`src/hw/rtl/fud8_pkg.sv`:
```
// Package: types, constants and helper functions of the form-value decoder.
`default_nettype none
package fud8_pkg;

	// input operation codes
	localparam logic OP_DATA = 1'b0;
	localparam logic OP_END  = 1'b1;

	// characters of the encoding
	localparam logic [7:0] CH_PERCENT = 8'h25;
	localparam logic [7:0] CH_PLUS    = 8'h2B;
	localparam logic [7:0] CH_SPACE   = 8'h20;
	localparam logic [7:0] CH_DIG_LO  = 8'h30;
	localparam logic [7:0] CH_DIG_HI  = 8'h39;
	localparam logic [7:0] CH_UCA_LO  = 8'h41;
	localparam logic [7:0] CH_UCA_HI  = 8'h46;
	localparam logic [7:0] CH_LCA_LO  = 8'h61;
	localparam logic [7:0] CH_LCA_HI  = 8'h66;
	localparam logic [3:0] HEX_ALPHA_ADJ = 4'd9;

	// UTF-8 byte classes
	localparam logic [7:0] UTF_CONT_MASK  = 8'hC0;
	localparam logic [7:0] UTF_CONT       = 8'h80;
	localparam logic [7:0] UTF_LEAD2_MASK = 8'hE0;
	localparam logic [7:0] UTF_LEAD2      = 8'hC0;
	localparam logic [7:0] UTF_LEAD2_MIN  = 8'hC2;
	localparam logic [7:0] UTF_LEAD3_MASK = 8'hF0;
	localparam logic [7:0] UTF_LEAD3      = 8'hE0;
	localparam logic [7:0] UTF_LEAD4_MASK = 8'hF8;
	localparam logic [7:0] UTF_LEAD4      = 8'hF0;

	// continuation counts
	localparam logic [1:0] PEND_NONE = 2'd0;
	localparam logic [1:0] PEND_ONE  = 2'd1;
	localparam logic [1:0] PEND_TWO  = 2'd2;
	localparam logic [1:0] PEND_THR  = 2'd3;

	// sticky decode error codes
	localparam logic [1:0] DERR_NONE = 2'd0;
	localparam logic [1:0] DERR_ESC  = 2'd1;
	localparam logic [1:0] DERR_ZERO = 2'd2;

	// end status codes
	localparam logic [1:0] ST_OK   = 2'd0;
	localparam logic [1:0] ST_ESC  = 2'd1;
	localparam logic [1:0] ST_ZERO = 2'd2;
	localparam logic [1:0] ST_UTF8 = 2'd3;

	// escape phase
	typedef enum logic [1:0] {
		ESC_NONE = 2'd0,
		ESC_PCT  = 2'd1,
		ESC_HI   = 2'd2
	} esc_t;

	// per-value decoder state
	typedef struct packed {
		esc_t       esc;
		logic [3:0] hi;
		logic [1:0] pend;
		logic [1:0] derr;
		logic       uerr;
	} state_t;

	// one result item
	typedef struct packed {
		logic [7:0] out_byte;
		logic       has_byte;
		logic       done_res;
		logic [1:0] status;
	} res_t;

	// hex digit value: bit 4 marks a valid digit
	function automatic logic [4:0] hex_value(input logic [7:0] c);
		logic [4:0] r;
		begin
			r = '0;
			if (c >= CH_DIG_LO && c <= CH_DIG_HI) begin
				r = {1'b1, c[3:0]};
			end else if ((c >= CH_LCA_LO && c <= CH_LCA_HI) ||
			             (c >= CH_UCA_LO && c <= CH_UCA_HI)) begin
				r = {1'b1, 4'(c[3:0] + HEX_ALPHA_ADJ)};
			end
			return r;
		end
	endfunction

endpackage
`default_nettype wire

```
`src/hw/rtl/fud8_in_if.sv`:
```
// Interface: input channel of the decoder (op and raw byte).
`default_nettype none
interface fud8_in_if;
	logic       valid;
	logic       ready;
	logic       op;
	logic [7:0] in_byte;

	modport source (output valid, output op, output in_byte, input ready);
	modport sink (input valid, input op, input in_byte, output ready);
endinterface
`default_nettype wire

```
`src/hw/rtl/fud8_out_if.sv`:
```
// Interface: result channel of the decoder.
`default_nettype none
interface fud8_out_if;
	logic       valid;
	logic       ready;
	logic [7:0] out_byte;
	logic       has_byte;
	logic       done_res;
	logic [1:0] status;

	modport source (output valid, output out_byte, output has_byte, output done_res,
	                output status, input ready);
	modport sink (input valid, input out_byte, input has_byte, input done_res,
	              input status, output ready);
endinterface
`default_nettype wire

```
`src/hw/rtl/fud8_step.sv`:
```
// Module: next-state and result logic of the decoder for one request.
`default_nettype none
module fud8_step (
	input  fud8_pkg::state_t cur,
	input  logic             op,
	input  logic [7:0]       in_byte,
	output fud8_pkg::state_t nxt,
	output logic             res_vld,
	output fud8_pkg::res_t   res
);

	logic [4:0] hv;
	logic       emit;
	logic [7:0] eb;
	logic [1:0] derr_end;
	logic       uerr_end;

	assign hv = fud8_pkg::hex_value(in_byte);

	// escape handling and end of value
	always_comb begin
		nxt      = cur;
		emit     = 1'b0;
		eb       = in_byte;
		res_vld  = 1'b0;
		res      = '0;
		derr_end = cur.derr;
		uerr_end = cur.uerr;
		if (op == fud8_pkg::OP_END) begin
			if (cur.esc != fud8_pkg::ESC_NONE && derr_end == fud8_pkg::DERR_NONE) begin
				derr_end = fud8_pkg::DERR_ESC;
			end
			if (cur.pend != fud8_pkg::PEND_NONE) begin
				uerr_end = 1'b1;
			end
			res_vld      = 1'b1;
			res.done_res = 1'b1;
			case (derr_end)
				fud8_pkg::DERR_ESC:  res.status = fud8_pkg::ST_ESC;
				fud8_pkg::DERR_ZERO: res.status = fud8_pkg::ST_ZERO;
				default:             res.status = uerr_end ? fud8_pkg::ST_UTF8
				                                           : fud8_pkg::ST_OK;
			endcase
			nxt = '0;
		end else if (cur.esc == fud8_pkg::ESC_NONE) begin
			if (in_byte == fud8_pkg::CH_PERCENT) begin
				nxt.esc = fud8_pkg::ESC_PCT;
			end else begin
				emit = 1'b1;
				eb   = (in_byte == fud8_pkg::CH_PLUS) ? fud8_pkg::CH_SPACE : in_byte;
			end
		end else if (!hv[4]) begin
			// bad hex digit: drop the escape and the byte
			if (cur.derr == fud8_pkg::DERR_NONE) begin
				nxt.derr = fud8_pkg::DERR_ESC;
			end
			nxt.esc = fud8_pkg::ESC_NONE;
		end else if (cur.esc == fud8_pkg::ESC_PCT) begin
			nxt.hi  = hv[3:0];
			nxt.esc = fud8_pkg::ESC_HI;
		end else begin
			nxt.esc = fud8_pkg::ESC_NONE;
			emit    = 1'b1;
			eb      = {cur.hi, hv[3:0]};
		end

		// emitted byte: zero check and UTF-8 check
		if (emit) begin
			res_vld      = 1'b1;
			res.out_byte = eb;
			res.has_byte = 1'b1;
			if (eb == 8'd0 && cur.derr == fud8_pkg::DERR_NONE) begin
				nxt.derr = fud8_pkg::DERR_ZERO;
			end
			if (cur.pend != fud8_pkg::PEND_NONE) begin
				if ((eb & fud8_pkg::UTF_CONT_MASK) != fud8_pkg::UTF_CONT) begin
					nxt.uerr = 1'b1;
					nxt.pend = fud8_pkg::PEND_NONE;
				end else begin
					nxt.pend = cur.pend - 2'd1;
				end
			end else if (!eb[7]) begin
				nxt.pend = fud8_pkg::PEND_NONE;
			end else if ((eb & fud8_pkg::UTF_LEAD2_MASK) == fud8_pkg::UTF_LEAD2) begin
				if (eb < fud8_pkg::UTF_LEAD2_MIN) nxt.uerr = 1'b1;
				else nxt.pend = fud8_pkg::PEND_ONE;
			end else if ((eb & fud8_pkg::UTF_LEAD3_MASK) == fud8_pkg::UTF_LEAD3) begin
				nxt.pend = fud8_pkg::PEND_TWO;
			end else if ((eb & fud8_pkg::UTF_LEAD4_MASK) == fud8_pkg::UTF_LEAD4) begin
				nxt.pend = fud8_pkg::PEND_THR;
			end else begin
				nxt.uerr = 1'b1;
			end
		end
	end

endmodule
`default_nettype wire

```
`src/hw/rtl/form_urldecode_utf8_check_core.sv`:
```
// Top level: form-urlencoded value decoder with UTF-8 check.
//
// One request a cycle: each request (data byte or end of value) is taken
// whenever the output skid stage is free, and the decoder state updates in
// that same cycle. A decoded byte or the end status is registered into the
// output register, or into the skid entry while it is full and not being read.
// The result side is an output register plus one skid entry, so input keeps
// flowing while a result waits; input stalls only when both are full.
// Escape prefixes, first hex digits and bad hex digits give no result. An
// end request returns a status (0 ok, 1 bad or truncated escape, 2 zero
// byte, 3 invalid UTF-8) and clears the state for the next value; a value
// with a nonzero status must be thrown away by the consumer.
`default_nettype none
module form_urldecode_utf8_check_core (
	input  wire           clk,
	input  wire           arst_n,
	fud8_in_if.sink       din,
	fud8_out_if.source    dout
);

	fud8_pkg::state_t state_q;
	fud8_pkg::state_t state_nxt;
	fud8_pkg::res_t   step_res;
	logic             step_vld;
	fud8_pkg::res_t   out_q;
	fud8_pkg::res_t   skid_q;
	logic             out_valid_q;
	logic             skid_valid_q;
	logic             acc;
	logic             push;
	logic             pop;

	fud8_step u_step (
		.cur     (state_q),
		.op      (din.op),
		.in_byte (din.in_byte),
		.nxt     (state_nxt),
		.res_vld (step_vld),
		.res     (step_res)
	);

	// handshakes
	assign din.ready = !skid_valid_q;
	assign acc       = din.valid && din.ready;
	assign push      = acc && step_vld;
	assign pop       = out_valid_q && dout.ready;

	// decoder state
	always_ff @(posedge clk or negedge arst_n) begin
		if (!arst_n) begin
			state_q <= '0;
		end else if (acc) begin
			state_q <= state_nxt;
		end
	end

	// output register and skid entry: valid flags
	always_ff @(posedge clk or negedge arst_n) begin
		if (!arst_n) begin
			out_valid_q  <= 1'b0;
			skid_valid_q <= 1'b0;
		end else if (skid_valid_q) begin
			if (pop) skid_valid_q <= 1'b0;
		end else if (push) begin
			if (out_valid_q && !pop) skid_valid_q <= 1'b1;
			else out_valid_q <= 1'b1;
		end else if (pop) begin
			out_valid_q <= 1'b0;
		end
	end

	// output register and skid entry: payload
	always_ff @(posedge clk) begin
		if (skid_valid_q) begin
			if (pop) out_q <= skid_q;
		end else if (push) begin
			if (out_valid_q && !pop) skid_q <= step_res;
			else out_q <= step_res;
		end
	end

	assign dout.valid    = out_valid_q;
	assign dout.out_byte = out_q.out_byte;
	assign dout.has_byte = out_q.has_byte;
	assign dout.done_res = out_q.done_res;
	assign dout.status   = out_q.status;

`ifndef NO_ASSERTIONS
	// skid entry is only used behind a full output register
	a_skid_behind_out: assert property (@(posedge clk) disable iff (!arst_n)
		skid_valid_q |-> out_valid_q)
		else $error("skid entry valid with empty output register");

	// an end request leaves the state cleared
	a_end_clears: assert property (@(posedge clk) disable iff (!arst_n)
		(acc && din.op == fud8_pkg::OP_END) |=> (state_q == '0))
		else $error("state not cleared after end of value");

	// end results carry no byte, byte results carry no status
	a_res_shape: assert property (@(posedge clk) disable iff (!arst_n)
		out_valid_q |-> (out_q.has_byte != out_q.done_res) &&
		(out_q.done_res || out_q.status == fud8_pkg::ST_OK))
		else $error("malformed result");

	// a percent outside an escape opens one and gives no result
	a_pct_opens: assert property (@(posedge clk) disable iff (!arst_n)
		(acc && din.op == fud8_pkg::OP_DATA && state_q.esc == fud8_pkg::ESC_NONE &&
		 din.in_byte == fud8_pkg::CH_PERCENT) |-> !push ##1 (state_q.esc == fud8_pkg::ESC_PCT))
		else $error("percent did not open an escape");
`endif

endmodule
`default_nettype wire

```
`src/flat_wrapper.sv`:
```
// flat-port wrapper written by rule: the top's interface ports become plain ports
module form_urldecode_utf8_check_core_flat 
  (clk, arst_n, din_valid, din_op, din_in_byte, din_ready, dout_valid, dout_out_byte, dout_has_byte, dout_done_res, dout_status, dout_ready);
  fud8_in_if din_i ();
  fud8_out_if dout_i ();
  input  wire clk;
  input  wire arst_n;
  input wire logic [$bits(din_i.valid)-1:0] din_valid;
  input wire logic [$bits(din_i.op)-1:0] din_op;
  input wire logic [$bits(din_i.in_byte)-1:0] din_in_byte;
  output wire logic [$bits(din_i.ready)-1:0] din_ready;
  output wire logic [$bits(dout_i.valid)-1:0] dout_valid;
  output wire logic [$bits(dout_i.out_byte)-1:0] dout_out_byte;
  output wire logic [$bits(dout_i.has_byte)-1:0] dout_has_byte;
  output wire logic [$bits(dout_i.done_res)-1:0] dout_done_res;
  output wire logic [$bits(dout_i.status)-1:0] dout_status;
  input wire logic [$bits(dout_i.ready)-1:0] dout_ready;
  assign din_i.valid = din_valid;
  assign din_i.op = din_op;
  assign din_i.in_byte = din_in_byte;
  assign din_ready = din_i.ready;
  assign dout_valid = dout_i.valid;
  assign dout_out_byte = dout_i.out_byte;
  assign dout_has_byte = dout_i.has_byte;
  assign dout_done_res = dout_i.done_res;
  assign dout_status = dout_i.status;
  assign dout_i.ready = dout_ready;
  form_urldecode_utf8_check_core u_core (.clk(clk), .arst_n(arst_n), .din(din_i), .dout(dout_i));
endmodule
```
`config.mk`:
```
export PLATFORM = sky130hd
export DESIGN_NAME = form_urldecode_utf8_check_core_flat
export DESIGN_NICKNAME = d
export VERILOG_FILES = /design/src/hw/rtl/fud8_pkg.sv /design/src/hw/rtl/fud8_in_if.sv /design/src/hw/rtl/fud8_out_if.sv /design/src/hw/rtl/fud8_step.sv /design/src/hw/rtl/form_urldecode_utf8_check_core.sv /design/src/flat_wrapper.sv
export SDC_FILE = /design/constraint.sdc
export NUM_CORES = 1
export LEC_CHECK = 0
export BUFFER_PORTS_ARGS = -buffer_cell sky130_fd_sc_hd__buf_2
export CORE_MARGIN = 10
export CORE_UTILIZATION = 50
export DETAILED_ROUTE_END_ITERATION = 8
export HOLD_SLACK_MARGIN = 0.05
export PLACE_DENSITY = 0.74
export SETUP_SLACK_MARGIN = 0.02
export SLEW_MARGIN = 25
export SYNTH_ARGS = -nofsm -noshare
export SYNTH_HDL_FRONTEND = slang
export SYNTH_HIERARCHICAL = 1
export SYNTH_SLANG_ARGS = --single-unit
```
`constraint.sdc`:
```
create_clock -name clk -period 3.1 [get_ports clk]
set_input_delay 0.155 -clock clk [delete_from_list [all_inputs] [get_ports clk]]
set_output_delay 0.155 -clock clk [all_outputs]
set_load 0.01 [all_outputs]
```
==> results of run 1 <==
[worst min-delay path by stage]
stage	slack [ns]	start	cells after the start	to
2_1_floorplan	-0.14	arst_n	0	u_core/dout.valid$_DFFE_PN0P_
3_3_place_gp	0.06	arst_n	1	u_core/state_q[4]$_DFFE_PN0P_
3_5_place_dp	0.07	arst_n	1	u_core/state_q[1]$_DFFE_PN0P_
4_1_cts	0.16	din_valid	2	u_core/dout.valid$_DFFE_PN0P_
5_1_grt	0.17	din_valid	2	u_core/dout.valid$_DFFE_PN0P_
6_report	0.17	din_valid	2	u_core/dout.valid$_DFFE_PN0P_
[flip-flops by register name, summed over array words and instances, names as in the netlist]
| name | cells |
|---|---|
| u_core/state_q | 11 |
| u_core/dout.status | 2 |
| u_core/dout.out_byte | 8 |
| u_core/skid_q | 12 |
| u_core/dout.valid | 1 |
| u_core/skid_valid_q | 1 |
| u_core/dout.has_byte | 1 |
| u_core/dout.done_res | 1 |
[power by group through the flow]
stage	Clock [mW]	Combinational, mW	Sequential [mW]
global route	0.359	0.316	0.630
floorplan	0	0.213	0.638
CTS	0.330	0.289	0.624
global placement	0	0.283	0.631
detailed placement	0	0.287	0.634
finish	0.322	0.287	0.623
[cell usage after synthesis, types with 4 or more instances]
cell	number	area, µm²
ha_1	5	62.6
nor3_1	6	30.0
buf_6	5	56.3
nor2b_1	5	31.3
nor2_1	21	78.8
nand2_1	7	26.3
inv_1	11	41.3
nand3_1	4	20.0
nand2b_1	4	25.0
mux2_4	9	135
a21oi_1	10	50.1
o21ai_0	7	35.0
edfxtp_1	24	721
mux2_2	14	158
dfrtp_1	13	325
[placed cells by master (no fill, tap or decap), drive strengths merged, types with 2 or more instances in the layout]
cell type	count
a21o	3
a2111oi	2
nand3	5
ha	5
or3b	2
a211oi	2
mux2	23
nor2b	6
o32ai	3
a21oi	11
o21a	3
nand2b	5
dfrtp	13
a221oi	3
inv	11
o21bai	2
xnor2	3
mux2i	3
clkbuf	6
nand4b	2
nor4	3
o21ai	10
o22ai	2
nand2	7
or3	2
and3	3
a21boi	2
buf	30
and2	2
nor3b	2
clkinv	3
o211a	2
nor2	21
edfxtp	24
a22oi	3
nor3	7
[timing repair]
| action | in CTS | in global routing |
|---|---|---|
| buffers inserted | 0 | 0 |
| resized for setup | 0 | 0 |
| hold buffers | 1 | 0 |
| hold endpoints to repair | 13 | 0 |
[cell type report]
| class | instances | area [µm²] | area share |
|---|---|---|---|
| timing repair buffer | 31 | 170 | 0.0619 |
| inverter | 12 | 50.0 | 0.0182 |
| clock buffer | 6 | 72.6 | 0.0264 |
| tap | 67 | 83.8 | 0.0305 |
| sequential | 37 | 1050 | 0.381 |
| multi-input combinational | 162 | 1320 | 0.479 |
| clock inverter | 2 | 10.0 | 0.00364 |
[layer usage]
layer  global-route usage  vias to the layer above
li1                     -                      890
met1                0.159                      904
met2                0.212                       60
met3               0.0412                        8
met4               0.0627                        0
met5                    0                        -
[logic make-up (layout without fill, tap and decap cells)]
| family | count (synthesis) | count (layout) |
|---|---|---|
| simple gates | 72 | 72 |
| compound gates | 56 | 56 |
| flops | 37 | 37 |
| mux | 26 | 26 |
| buf+inv | 26 | 51 |
| fa+ha+maj | 5 | 5 |
| xor+xnor | 3 | 3 |
[per-stage QoR]
step / hold WS [ns] / utilization
after floorplan: -0.141 / -
after global placement: 0.0606 / 0.551
after detailed placement: 0.0686 / 0.551
after CTS: 0.160 / 0.570
after global routing: 0.167 / 0.570
final: 0.166 / 0.570
==> flow_summary.toml, run 1 <==
[outcome]
run_status = "finished, final reports clean"

[clock_tree]
cts_tree = "built"
path_clk_slew_ns = 0.07
cts-buffers-inserted = 5
htree_levels = 2
cts-root-buf = "clkbuf_8"
clock-sinks = 37
clk_path_buf_depth = 2
clk_latency_ns = 0.29

[synthesis]
syn_area_per_cell_um2 = 11.3
seq_area_frac_synth = 0.413
syn-cell-area_mm2 = 0.00253
synth_cell_types = 71
syn_nets = 243
yosys_warnings = 6
ys.flop_type = "edfxtp_1"
synth-xor-area-share = 0.0104
async_reset_ff_frac = 0.351
synth_enable_flop_cells = 24
yosys.area_share.simple = 0.172
synthMuxAreaShare = 0.127
synthCells = 225
synth-compound-area-share = 0.184
synth_top_family_by_area = "compound AO/OA/AOI/OAI gates"
synthAdderAreaFrac = 0.0247
ys_ff_latch = 37

[critical_path]
crit_family = "compound AO/OA/AOI/OAI gates"
reg2reg_slack_ns = 0.46
crit_slowest_cell = "a2111oi_4"
path_depth = 11
worstSetupStartpoint = "din_in_byte[1]"
critPathRequiredTime_ns = 3.27
end_kind = "flop"
critPathCapture = "u_core/state_q[3]$_DFFE_PN0P_"
r2r_start = "u_core/state_q[9]$_DFFE_PN0P_"
reg2regPathDepth = 7
r2r-end = "u_core/state_q[3]$_DFFE_PN0P_"
worst-path-max-fanout = 6
critPathMaxStageDelay_ns = 0.47
start_kind = "input port"
critPathBufInv = 2
arrival_ns = 2.84
criticalPathCategory = "input port to flop"
path_cells = "buf_2 > inv_1 > ha_1 > o21bai_1 > a2111oi_0 > or2_1 > or3_1 > a2111oi_4 > o211a_1 > o32ai_2 > mux2_4"

[route]
viasPerCell = 5.87
routed.top_layer = "met4"
ant_nets = 0
wl_met3_um = 361
vias = 1862
drtIter0Drc = 122
drt_wl_total_um = 5450
drt_first_pass_iters = 4
wl_per_cell_um = 17.2
met2_length_um = 2570
drc = 0
wl_met1_um = 2420

[sta]
worst_pin_slew_ns = 0.644
relSlewSlack = 0.571
post-route-period-util = 0.860
setup_ws_ns = 0.434
tns_ns = 0
max_freq_ghz = 0.375
setup_violations = 0
min_period_ns = 2.67
finalHoldViolations = 0
final_max_slew_viol_count = 0
worst_clock_skew_ns = 0.00492
rsz0062_at_grt = "no"

[power]
comb_power_share = 0.233
p_total_mw = 1.23
power_per_cell_area_mw_per_mm2 = 448
internal-power_uw = 883
p_sw_uw = 349
p_leak_nw = 1.08
ir_worst_vdd_mv = 0.200
power.share.sequential = 0.505
clock_power_share = 0.262
sw_frac_of_total = 0.283

[grt]
grt_pass1_wl_um = 9100
antenna_found_initial = 0
grt_pass1_vias = 1870
grt_usage = 0.133
grt_overflow = 0
grt_start_max_net_pins = 21

[hold_path]
hp-class = "input port to flop"

[die]
ioPinCount = 27
initial_core_util = 0.526
fp-row-count = 25
die_w_um = 91.2
core-area_mm2 = 0.00482
dieArea_mm2 = 0.00831
die_h_um = 91.2

[layout]
drive_gt1_frac = 0.316
fin_area_mm2 = 0.00275
fin_nets = 267
nFillCells = 419
layout.cells.non_filler = 317
diodes = 0
area_growth_pct = 8.50

[place]
gp_congestion = 0.904
place_hpwl_um = 4080
pre_cts_ws_ns = 0.216
dp.cells = 308
post_dp_cell_area_mm2 = 0.00266
io_buffers = 26

[job]
timing.max_cap.violations = 0
(Power assumes the default switching activity.)
==> run 2, diff against run 1 <==
--- a/config.mk
+++ b/config.mk
@@ -12,8 +12,7 @@
 export HOLD_SLACK_MARGIN = 0.05
 export PLACE_DENSITY = 0.74
 export SETUP_SLACK_MARGIN = 0.02
-export SLEW_MARGIN = 25
+export SLEW_MARGIN = 5
 export SYNTH_ARGS = -nofsm -noshare
 export SYNTH_HDL_FRONTEND = slang
-export SYNTH_HIERARCHICAL = 1
 export SYNTH_SLANG_ARGS = --single-unit
==> run 2 against run 1 <==
Non-clock buffer count unchanged. Power up 41%. Global-route usage up 1.8 points. Critical path type is now flop to flop. Critical endpoint is now u_core.state_q[4]$_DFFE_PN0P_. Largest cell class unchanged.
==> flow_summary.toml, run 2 <==
[place]
io_buffers = 26
pre_cts_ws_ns = 0.622
post_dp_cell_area_mm2 = 0.00247
place_hpwl_um = 4310
gp_congestion = 0.950

[die]
dieArea_mm2 = 0.00771
die_h_um = 87.8
initial_core_util = 0.521
die_w_um = 87.8
ioPinCount = 27
core-area_mm2 = 0.00441
fp-row-count = 24

[synthesis]
ys.flop_type = "edfxtp_1"
netlist.area_leader.share = 0.313
synth_cell_types = 63
yosysMostFrequentCell = "edfxtp_1"
synth_enable_flop_cells = 24
async_reset_ff_frac = 0.351
synth_common_cells = "24 x edfxtp_1, 23 x nand2_1, 17 x nor2_1"
yosys_warnings = 0
synth_area_leaders = "edfxtp_1 31%, dfrtp_1 14%, nand2_1 3.8%"
seq_area_frac_synth = 0.455
synthCells = 230
yosys.area.top_type = "edfxtp_1"
syn-cell-area_mm2 = 0.00230
ys_ff_latch = 37
syn_area_per_cell_um2 = 10.0
syn_nets = 248

[grt]
grt_start_max_net_pins = 20
grt_pass1_vias = 1911
grt_overflow = 0
grt_usage = 0.151
antenna_found_initial = 0
grt_pass1_wl_um = 9340

[job]
timing.max_cap.violations = 0

[critical_path]
crit_slowest_cell = "dfrtp_1"
path_cells = "nor2b_1 > nand4_1 > mux2_2 > a211oi_2 > and3b_1 > nor3b_1 > o31ai_2"
start_kind = "flop"
criticalPathCategory = "flop to flop"
critPathRequiredTime_ns = 3.30
end_kind = "flop"
arrival_ns = 2.67
worst-path-max-fanout = 10
critPathMaxStageDelay_ns = 0.55

[clock_tree]
cts-root-buf = "clkbuf_8"
clk_path_buf_depth = 2
clock-sinks = 37
cts_resized = 0
path_clk_slew_ns = 0.08
clk_latency_ns = 0.29
htree_levels = 2
cts_tree = "built"
cts-buffers-inserted = 5

[sta]
min_period_ns = 2.47
worst_pin_slew_ns = 0.553
final_max_slew_viol_count = 0
finalHoldViolations = 0
post-route-period-util = 0.798
relSlewSlack = 0.632
tns_ns = 0
max_freq_ghz = 0.404
worst_clock_skew_ns = 0.00485
rsz0062_at_grt = "no"
setup_violations = 0
setup_ws_ns = 0.627

[route]
viasPerCell = 6.11
vias = 1901
drt_wl_total_um = 5660
drtIter0Drc = 136
drt_first_pass_iters = 4
wl_per_cell_um = 18.2
drc = 0
ant_nets = 0

[layout]
fin_nets = 276
top_register = "u_core.skid_q"
drive_gt1_frac = 0.232
fin_area_mm2 = 0.00262
area_growth_pct = 14.0
final_cell_mix = "26 x buf_2, 24 x edfxtp_1, 23 x nand2_1"
diodes = 0
largest_reg_flops = 12
layout_commonest_cell = "buf_2"

[power]
p_leak_nw = 1.07
p_total_mw = 1.74
power_per_cell_area_mw_per_mm2 = 663
ir_worst_vdd_mv = 0.278

[hold_path]
hp-class = "input port to flop"

[outcome]
run_status = "finished, final reports clean"
[run 2: changes by cell type after synthesis, moves of 5 or more]
cell | previous run | this run
a21oi_1 | 10 | 16
clkbuf_1 | 1 | 6
mux2_2 | 14 | 7
mux2_4 | 9 | 0
nand2_1 | 7 | 23
o21ai_0 | 7 | 13
o31ai_1 | 0 | 5
[run 2: cell families after synthesis]
group	count (synthesis)	synth area share
adders and majority gates	5	0.0272
AOI/OAI and AO/OA	71	0.220
and+or+nand+nor	82	0.197
DFF	37	0.455
buffers and inverters	22	0.0419
muxes	11	0.0517
xor gates and xnor gates	2	0.00761
[run 2: routing by layer]
| metal | routed length, µm | share of wire | GRT usage | vias up |
|---|---|---|---|---|
| met2 | 2750 | 0.49 | 0.255 | 68 |
| met5 | 0 | 0 | 0 | - |
| li1 | - | - | - | 930 |
| met1 | 2360 | 0.42 | 0.180 | 890 |
| met4 | 143 | 0.025 | 0.0580 | 0 |
| met3 | 397 | 0.070 | 0.0362 | 13 |
[run 2: what timing repair did]
item	4_1_cts	5_1_grt
setup buffers	0	0
setup endpoints to repair	0	0
hold endpoints to repair	13	0
hold buffers	1	0
[run 2: final cells by class]
cell class                 count  area [µm²]
timing repair buffer          31         170
tap                           52        65.1
sequential                    37        1050
inverter                      12        45.0
multi-input combinational    171        1160
fill                         385        1790
clock buffer                   5        68.8
clock inverter                 3        68.8
[run 2: stage by stage]
stage | std cells | utilization | hold slack (ns)
detailed placement | 302 | 0.561 | 0.0612
finish | 311 | 0.594 | 0.0938
floorplan | 230 | - | -0.141
CTS | 311 | 0.594 | 0.0875
global placement | 302 | 0.561 | 0.0592
global route | 311 | 0.594 | 0.110
[run 2: path summary, 6_finish.rpt]
path                       depth (start not counted)                                 to  slack [ns]                      startpoint
min in group asynchronous                          2      u_core.state_q[5]$_DFFE_PN0P_        0.27                          arst_n
hold / removal                                     2      u_core.skid_valid_q$_DFF_PN0_        0.09                      dout_ready
hold reg to reg                                    2  u_core.dout.out_byte[7]$_DFFE_PP_        0.53     u_core.skid_q[11]$_DFFE_PP_
setup / recovery                                   7      u_core.state_q[4]$_DFFE_PN0P_        0.63  u_core.state_q[10]$_DFFE_PN0P_
max in group asynchronous                          2      u_core.state_q[3]$_DFFE_PN0P_        2.59                          arst_n
setup reg to reg                                   7      u_core.state_q[4]$_DFFE_PN0P_        0.63  u_core.state_q[10]$_DFFE_PN0P_
[run 2: worst max-delay path: cells and delay by family, from the launching register on]
| kind | cells | cell delay [ns] |
|---|---|---|
| flip-flops | 1 | 0.55 |
| AO/OA/AOI/OAI | 2 | 0.53 |
| multiplexers | 1 | 0.34 |
| AND/OR/NAND/NOR | 4 | 0.96 |
[run 2: where the power goes]
| group | leakage [nW] | switching [mW] | internal (mW) |
|---|---|---|---|
| clock network | 0.0687 | 0.185 | 0.324 |
| logic | 0.594 | 0.291 | 0.196 |
| registers | 0.403 | 0.0672 | 0.677 |
| total | 1.07 | 0.543 | 1.20 |
